==> src/hw/rtl/utf8d_pkg.sv <==
// ----------------------------------------------------------------------------
// utf8d_pkg
// Shared types and constants for the lenient UTF-8 decoder.
// ----------------------------------------------------------------------------
package utf8d_pkg;

  localparam int unsigned BYTE_W  = 8;
  localparam int unsigned CP_W    = 22;
  localparam int unsigned USED_W  = 3;
  localparam int unsigned QDEPTH  = 4;
  localparam int unsigned CNT_W   = 3;
  localparam int unsigned OUT_W   = 32;

  localparam logic [CP_W-1:0]   REPL_CHAR  = 22'h00FFFD;
  localparam logic [BYTE_W-1:0] LEAD2_MIN  = 8'hC0;
  localparam logic [BYTE_W-1:0] LEAD3_MIN  = 8'hE0;
  localparam logic [BYTE_W-1:0] LEAD4_MIN  = 8'hF0;
  localparam logic [BYTE_W-1:0] CONT_MIN   = 8'h80;

  // One-hot sequencer states.
  typedef enum logic [2:0] {
    ST_IDLE = 3'b001,
    ST_SCAN = 3'b010,
    ST_FOLD = 3'b100
  } state_t;

endpackage

==> src/hw/rtl/utf8_lenient_decoder.sv <==
// A byte is accepted only while the sequencer is idle, so a new request waits
// until the queued bytes are resolved or wait for more followers; the shared
// fold unit takes one follower per cycle. Bytes left behind by a failed lead
// are scanned again, and a stalled output holds the sequencer.
// Reset (rst, synchronous, active high) empties the queue and drops any result.
// ----------------------------------------------------------------------------
// utf8_lenient_decoder
// Lenient UTF-8 decoder: takes one byte per request and emits code points,
// replacing malformed sequences with U+FFFD one lead byte at a time.
// ----------------------------------------------------------------------------
module utf8_lenient_decoder
  import utf8d_pkg::*;
(
  input  logic             clk,
  input  logic             rst,
  // Input stream.
  input  logic             s_tvalid,
  output logic             s_tready,
  input  logic [7:0]       s_tdata,   // [7:0] data_byte
  input  logic             s_tlast,   // string_end
  // Output stream.
  output logic             m_tvalid,
  input  logic             m_tready,
  output logic [OUT_W-1:0] m_tdata,   // [21:0] code_point, [24:22] bytes_used, rest zero
  output logic             m_tlast    // last_of_string
);

  // The byte queue holds the bytes of an unfinished sequence, lead first at
  // entry 0. It is only ever read at fixed positions; consuming a byte shifts
  // the whole queue down by one.
  logic [BYTE_W-1:0] q [QDEPTH];
  logic [CNT_W-1:0]  cnt;
  logic              at_end;

  state_t            state;

  // Fold unit: shifts the sum six bits left and adds the low seven bits of each follower byte.
  logic [CP_W-1:0]   acc;
  logic [1:0]        rem;
  logic [USED_W-1:0] seq_used;

  // Output register.
  logic              out_valid;
  logic [CP_W-1:0]   out_cp;
  logic [USED_W-1:0] out_used;
  logic              out_last;
  logic              out_load;

  logic              in_fire;
  logic              out_free;

  // Lead decode for the byte at the head of the queue.
  logic [BYTE_W-1:0] lead;
  logic [1:0]        need;
  logic [CP_W-1:0]   lead_bits;
  logic              follow_bad;
  logic              short_seq;
  logic              single_res;
  logic [CNT_W-1:0]  cnt_less1;

  assign in_fire   = s_tvalid && s_tready;
  assign out_free  = !out_valid || m_tready;
  assign s_tready  = (state == ST_IDLE);
  assign lead      = q[0];
  assign cnt_less1 = cnt - CNT_W'(1);

  always_comb begin
    if (lead >= LEAD4_MIN) begin
      need      = 2'd3;
      lead_bits = CP_W'(lead[3:0]);
    end else if (lead >= LEAD3_MIN) begin
      need      = 2'd2;
      lead_bits = CP_W'(lead[3:0]);
    end else begin
      need      = 2'd1;
      lead_bits = CP_W'(lead[4:0]);
    end
  end

  // A follower that is present and due but below 0x80 breaks the sequence.
  always_comb begin
    follow_bad = 1'b0;
    for (int k = 1; k < QDEPTH; k++) begin
      if ((k <= int'(need)) && (k < int'(cnt)) && (q[k] < CONT_MIN)) begin
        follow_bad = 1'b1;
      end
    end
  end

  assign short_seq = (cnt_less1 < CNT_W'(need));

  // The head byte resolves on its own: ASCII, lone continuation or a failed lead.
  assign single_res = (lead < LEAD2_MIN) || follow_bad || (short_seq && at_end);

  // A result enters the output register in this cycle.
  assign out_load = out_free &&
                    (((state == ST_SCAN) && (cnt != '0) && single_res) ||
                     ((state == ST_FOLD) && (rem == '0)));

  // Sequencer.
  always_ff @(posedge clk) begin
    if (rst) begin
      state     <= ST_IDLE;
      cnt       <= '0;
      at_end    <= 1'b0;
      rem       <= '0;
    end else begin
      unique case (state)
        ST_IDLE: begin
          if (in_fire) begin
            q[cnt[1:0]] <= s_tdata;
            cnt         <= cnt + CNT_W'(1);
            at_end      <= s_tlast;
            state       <= ST_SCAN;
          end
        end

        ST_SCAN: begin
          if (cnt == '0) begin
            state <= ST_IDLE;
          end else if (out_free) begin
            if (single_res) begin
              // Single-byte result: ASCII, lone continuation or a failed lead.
              out_cp    <= (lead < CONT_MIN) ? CP_W'(lead) : REPL_CHAR;
              out_used  <= USED_W'(1);
              out_last  <= at_end && (cnt_less1 == '0);
              for (int i = 0; i < QDEPTH - 1; i++) q[i] <= q[i+1];
              cnt <= cnt_less1;
              if (cnt_less1 == '0) state <= ST_IDLE;
            end else if (short_seq) begin
              // Sequence still waiting for followers: hold the bytes.
              state <= ST_IDLE;
            end else begin
              acc      <= lead_bits;
              rem      <= need;
              seq_used <= USED_W'(need) + USED_W'(1);
              for (int i = 0; i < QDEPTH - 1; i++) q[i] <= q[i+1];
              cnt   <= cnt_less1;
              state <= ST_FOLD;
            end
          end
        end

        ST_FOLD: begin
          if (rem != '0) begin
            acc <= {acc[CP_W-7:0], 6'b0} + CP_W'(q[0][6:0]);
            rem <= rem - 2'd1;
            for (int i = 0; i < QDEPTH - 1; i++) q[i] <= q[i+1];
            cnt <= cnt_less1;
          end else if (out_free) begin
            out_cp    <= acc;
            out_used  <= seq_used;
            out_last  <= at_end && (cnt == '0);
            state     <= (cnt == '0) ? ST_IDLE : ST_SCAN;
          end
        end

        default: state <= ST_IDLE;
      endcase
    end
  end

  // The output register fills when the sequencer hands over a result and
  // empties when the receiver takes it.
  always_ff @(posedge clk) begin
    if (rst) begin
      out_valid <= 1'b0;
    end else if (out_load) begin
      out_valid <= 1'b1;
    end else if (m_tready) begin
      out_valid <= 1'b0;
    end
  end

  assign m_tvalid = out_valid;
  assign m_tdata  = {{(OUT_W - CP_W - USED_W){1'b0}}, out_used, out_cp};
  assign m_tlast  = out_last;

  // At most three bytes of an unfinished sequence wait between requests.
  a_idle_depth: assert property (@(posedge clk) disable iff (rst)
    (state == ST_IDLE) |-> (cnt <= CNT_W'(3)))
    else $error("queue holds more than three bytes while idle");

  // After the end of a string every byte has been resolved.
  a_end_empty: assert property (@(posedge clk) disable iff (rst)
    (state == ST_IDLE && at_end) |-> (cnt == '0))
    else $error("bytes left over after end of string");

  // The fold unit never runs out of follower bytes.
  a_fold_bytes: assert property (@(posedge clk) disable iff (rst)
    (state == ST_FOLD) |-> (CNT_W'(rem) <= cnt))
    else $error("fold step without a follower byte");

  // Every result consumed between one and four bytes.
  a_used_range: assert property (@(posedge clk) disable iff (rst)
    out_valid |-> (out_used != '0 && out_used <= USED_W'(4)))
    else $error("bytes_used out of range");

endmodule
==> config.mk <==
export PLATFORM = sky130hd
export DESIGN_NAME = utf8_lenient_decoder
export DESIGN_NICKNAME = d
export VERILOG_FILES = /design/src/hw/rtl/utf8d_pkg.sv /design/src/hw/rtl/utf8_lenient_decoder.sv
export SDC_FILE = /design/constraint.sdc
export NUM_CORES = 1
export LEC_CHECK = 0
export BUFFER_PORTS_ARGS = -buffer_cell sky130_fd_sc_hd__buf_4
export CAP_MARGIN = 20
export CELL_PAD_IN_SITES_DETAIL_PLACEMENT = 0
export CELL_PAD_IN_SITES_GLOBAL_PLACEMENT = 2
export CORE_MARGIN = 10
export CORE_UTILIZATION = 25
export CTS_CLUSTER_DIAMETER = 50
export DETAILED_ROUTE_END_ITERATION = 8
export PLACE_DENSITY = 0.67
export SETUP_SLACK_MARGIN = 0.5
export SLEW_MARGIN = 20
export SYNTH_ARGS = -nofsm -noshare
export SYNTH_HDL_FRONTEND = slang
export SYNTH_SLANG_ARGS = --single-unit
==> constraint.sdc <==
create_clock -name clk -period 3.8 [get_ports clk]
set_input_delay 0.38 -clock clk [delete_from_list [all_inputs] [get_ports clk]]
set_output_delay 0.38 -clock clk [all_outputs]
set_load 0.02 [all_outputs]
; Word-level counts from Yosys, hierarchy flattened
; Memories as Yosys holds them, arrays and structs flattened.
; Index checks and enable logic that the tools add are counted.
[totals]
ff_bits = 61
mem_bits_rw = 32
in_bits = 13
word_cells = 177
memories = 1
[classes]
n_addsub = 5
n_lt_le_gt_ge = 14
eq_ne = 15
n_mux = 87
bitwise = 10
n_reduce_logical = 35
[memory_table]
columns = memory, words, word_bits, rd, rd_ports_with_merged_regs, wr, line
row1 = q, 4, 8, 4, 0, 3, utf8_lenient_decoder.sv:31  ; logic [BYTE_W-1:0] q [QDEPTH];
[ops]
columns = op, n
row1 = 22-bit 2-to-1 mux, 10
row2 = 22-bit one-hot mux with 2 select lines, 2
row3 = 3-bit 2-to-1 mux, 19
row4 = 8-bit 2-to-1 mux, 7
row5 = "8-bit < comparator, second input constant", 5
row6 = 1-bit 2-to-1 mux, 32
row7 = 22-bit by 7-bit adder with 22-bit output, 1
row8 = 2-bit 2-to-1 mux, 9
row9 = 3-bit one-hot mux with 3 select lines, 2
row10 = 6-bit AND reduction, 3
row11 = "8-bit >= comparator, second input constant", 2
row12 = 16-bit 2-to-1 mux, 1
row13 = 1-bit logical AND, 14
row14 = "2-bit inequality test, second input constant", 7
row15 = 7-bit AND reduction, 2
row16 = 5-bit 2-to-1 mux, 2
row17 = 8-bit OR reduction, 1
row18 = 3-bit logical NOT, 2
row19 = "2-bit by 3-bit < comparator with 1-bit output, first input constant", 2
row20 = 1-bit bitwise OR, 6
row21 = 3-bit one-hot mux with 2 select lines, 1
row22 = 2-bit nonzero test, 3
row23 = 3-bit nonzero test, 2
row24 = 5-bit AND reduction, 1
row25 = 22 further kinds, 30

; Longest topological paths before layout
; An unclocked memory read counts as a cell.
[logic_depth]
ltp_word = 22
ltp_mapped = 10
ltp_nobuf = 9

; Worst setup path after synthesis
; OpenSTA, ideal clock, no wires.
[synth_timing]
path_type = register to register
from = register cnt[0]
to = register out_last, in the netlist m_tlast, enable pin
t_arrival_ns = 3.391
path_slack_ns = -0.033
path_stages_with_launch = 10
path_buffers = 0
period_less_slack_ns = 3.833
path_cell_list = dfxtp_1 > inv_1 > ha_1 > inv_1 > ha_1 > o21ai_2 > nand3_1 > a31oi_1 > a21oi_1 > nor3_1
[synth_between]
elab_chain_len = 10
elab_cells_between_ends = 21
cone_classes = add/sub (1) / order compare (4) / eq/ne (2) / mux (3) / reduce/logical (11)
[synth_lines]
columns = element, line
row1 = "start, declared", utf8_lenient_decoder.sv:32  ; logic [CNT_W-1:0] cnt;
row2 = "start signal, assigned", utf8_lenient_decoder.sv:112  ; cnt <= cnt + CNT_W'(1);
row3 = "start signal, assigned", utf8_lenient_decoder.sv:128  ; cnt <= cnt_less1;
row4 = "start signal, assigned", utf8_lenient_decoder.sv:138  ; cnt <= cnt_less1;
row5 = 1-bit by 3-bit < comparator with 1-bit output, utf8_lenient_decoder.sv:84  ; if ((k <= int'(need)) && (k < int'(cnt)) && (q[k] < CONT_MIN)) begin
row6 = 1-bit logical AND (2 in a row), utf8_lenient_decoder.sv:84
row7 = 1-bit 2-to-1 mux (3 in a row), utf8_lenient_decoder.sv:84
row8 = 1-bit logical OR (2 in a row), utf8_lenient_decoder.sv:93  ; assign single_res = (lead < LEAD2_MIN) || follow_bad || (short_seq && at_end);
row9 = 2-bit inequality test (no source line), n/a
row10 = 7-bit AND reduction (no source line) (*), n/a
row11 = "end signal, assigned", utf8_lenient_decoder.sv:126  ; out_last <= at_end && (cnt_less1 == '0);
row12 = "end signal, assigned", utf8_lenient_decoder.sv:153  ; out_last <= at_end && (cnt == '0);
row13 = "end, declared", utf8_lenient_decoder.sv:46  ; logic out_last;
; Every way passes the cells marked *; elsewhere a longest branch is shown, timed or not.
; A chain may end at the register's enable or synchronous reset.

==> metrics.cfg <==
[run_status]
status = completed

[setup_path]
max_stage_delay_ns = 0.57
cp-start-kind = register
path_cells = inv_1 > ha_1 > nor2b_1 > or3_1 > nor2_1 > a21oi_1 > nor2_4 > mux2_2
crit_fanout = 27
end_kind = register
cp_slowest_cell = nor2_4
worst-setup-path-type = reg2reg
cp.arrival_ns = 2.93
worst_ep_required_time_ns = 3.89

[floorplanning]
core_mm2 = 0.01712
start_util = 0.2526
die_area_mm2 = 0.02295
die-height_um = 151.5
ioPinCount = 48
rows = 48
die_x_um = 151.5

[sta]
rsz0062_at_grt = false
min_period_ns = 2.835
fin_crit_sh = 0.7461
finalHoldViolations = 0
skew_ns = 0.008016
setup_violations = 0
fmax_mhz = 352.7
slew_headroom = 0.5121
timing.hold.ws_ns = 0.2420
fin_setup_tns_ns = 0
report.final.slew_viol_count = 0
worst_slew_pin_slew_ns = 0.7301

[finish]
diodes = 0
fin_area_mm2 = 0.005176
syn2layout_area_growth_pct = 19.74
nFillCells = 1742
regArea_mm2 = 0.002693
fin_util = 0.3024
stdcell_count = 612
multi_input_area_mm2 = 0.001515
drive_above_1_share = 0.2351
fin_nets = 404

[synthesis]
ys_top_cells_by_area = edfxtp_1 (58%), mux2_2 (6.8%), dfxtp_1 (4.6%)
synth-seq-cells = 93
synthTopCellsByCount = edfxtp_1 (83), nor2_1 (31), mux2_2 (26), nand2_1 (26), and2_1 (15)
synth_edf_count = 83
avgSynthCellArea_um2 = 12.68
yosysMostFrequentCell = edfxtp_1
netlist_area_mm2 = 0.004323
yosysTopAreaCellShare = 0.5766
synth-main-ff-cell = edfxtp_1
postSynthCellCount = 341
ys_seq_area_frac = 0.6229
synthArstFlopShare = 0
yosysUniqueCellTypes = 48
yosysWarnings = 0
synth_area_leader_cell = edfxtp_1

[drt]
drt_iter0_drc = 105
vias = 2592
viasPerCell = 4.235
drc = 0
drtAntennaViolNets = 0
avgRoutedWirePerCell_um = 13.76
totalWireLength_um = 8421
dr.pass1.iters = 4

[cts]
cts_resized = 0
cts_tree = yes
cts_inserted_buffers = 9
cts-root-buf = clkbuf_16
hold_buffers = 0
clk_pin_slew_ns = 0.06
htreeDepth = 3
clk_latency_ns = 0.34
cts_setup_buffers = 0
cts_num_sinks = 93
clockBufferDepth = 2

[power]
p_clk_frac = 0.406
leakage_nw = 1.827
intPower_mw = 1.820
power_switching_mw = 0.5416
p_sw_frac = 0.2294
pwr-share-seq = 0.497
ir_worst_vdd_mv = 0.2835
combPwrFrac = 0.098
p_per_area_mw_per_mm2 = 456.2

[global_route]
grt_max_degree = 33
grt_pass1_vias = 2578
antenna_found_initial = 0
track_usage = 0.07726
grt_pass1_wl_um = 13820
grt-ovfl-total = 0

[placed_design]
place_congestion = 0.7827
hpwlAfterDp_um = 6066
io_buffers = 40
place_area_mm2 = 0.004853
placedCellCount = 596

[job]
cap_viol_max_count = 0

[hold_path]
hp-class = in2reg

[kinds of logic (layout without fill, tap and decap cells)]
| logic type | Yosys count | after routing | synth area share |
|---|---|---|---|
| buf+inv | 30 | 70 | 0.03444 |
| compound gates | 52 | 52 | 0.08220 |
| other cells | 1 | 7 | 0.0008675 |
| simple gates | 115 | 115 | 0.1352 |
| fa+ha+maj | 9 | 9 | 0.02605 |
| xor+xnor | 14 | 14 | 0.02836 |
| flops | 93 | 93 | 0.6229 |
| mux | 27 | 27 | 0.07004 |
[critical path, delay by kind of cell, from the launching register on]
kind | cells | cell delay [ns]
buf+inv | 1 | 0.13
compound gates | 1 | 0.12
simple gates | 4 | 1.22
fa+ha+maj | 1 | 0.25
flops | 1 | 0.43
mux | 1 | 0.42
[layout make-up]
cell class	instances	share of cell area
Inverter	11	0.007977
Tap cell	225	0.05439
Multi-Input combinational cell	224	0.2927
Timing Repair Buffer	43	0.06236
Clock buffer	9	0.04351
Sequential cell	93	0.5202
Clock inverter	7	0.01885
[power by group through the flow]
stage / Sequential, mW / Clock, mW / Combinational [mW]
floorplan: 1.19 / 0 / 0.171
global placement: 1.19 / 0 / 0.232
detailed placement: 1.20 / 0 / 0.232
CTS: 1.17 / 0.992 / 0.234
global route: 1.18 / 1.03 / 0.258
finish: 1.17 / 0.958 / 0.230
[worst paths after layout]
kind,startpoint,end,cells after the start,slack (ns)
worst max-delay path,cnt[0],q[1][2],8,0.96
worst min-delay path,s_tdata[0],q[3][0],1,0.24
worst max register to register,cnt[0],q[1][2],8,0.96
worst min register to register,q[0][2],acc[2],0,0.46
[metal layers]
layer	vias up	GRT usage	routed length, µm
li1	1306	-	-
met1	1221	0.09470	3873
met2	51	0.1213	3928
met3	14	0.02822	470
met4	0	0.03051	148
met5	-	0	0
[per-stage QoR]
step	setup WS [ns]	power, mW
after floorplan	0.5857	1.361
after global placement	1.020	1.426
after detailed placement	0.9770	1.428
after CTS	0.9594	2.400
after global routing	0.7624	2.462
final	0.9649	2.362
[cell usage in the layout, fill, tap and decap left out, drive strengths merged, types with 7 or more instances in the layout]
| cell type | synthesis | final |
|---|---|---|
| buf | 12 | 43 |
| ha | 9 | 9 |
| and2 | 15 | 15 |
| conb | 1 | 7 |
| nor2 | 32 | 32 |
| a21oi | 13 | 13 |
| edfxtp | 83 | 83 |
| clkbuf | 7 | 9 |
| nand2 | 26 | 26 |
| mux2 | 26 | 26 |
| inv | 11 | 12 |
| o21ai | 13 | 13 |
| a21o | 12 | 12 |
| dfxtp | 10 | 10 |
| nand3 | 8 | 8 |
| xnor2 | 10 | 10 |
[flip-flops by register name, summed over array words and instances, names as in the netlist]
register,flops
state,3
m_tlast,1
seq_used,3
q,32
rem,2
m_tvalid,1
acc,22
out_used,3
cnt,3
out_cp,22
at_end,1
Power figures use the tool's default switching activity.
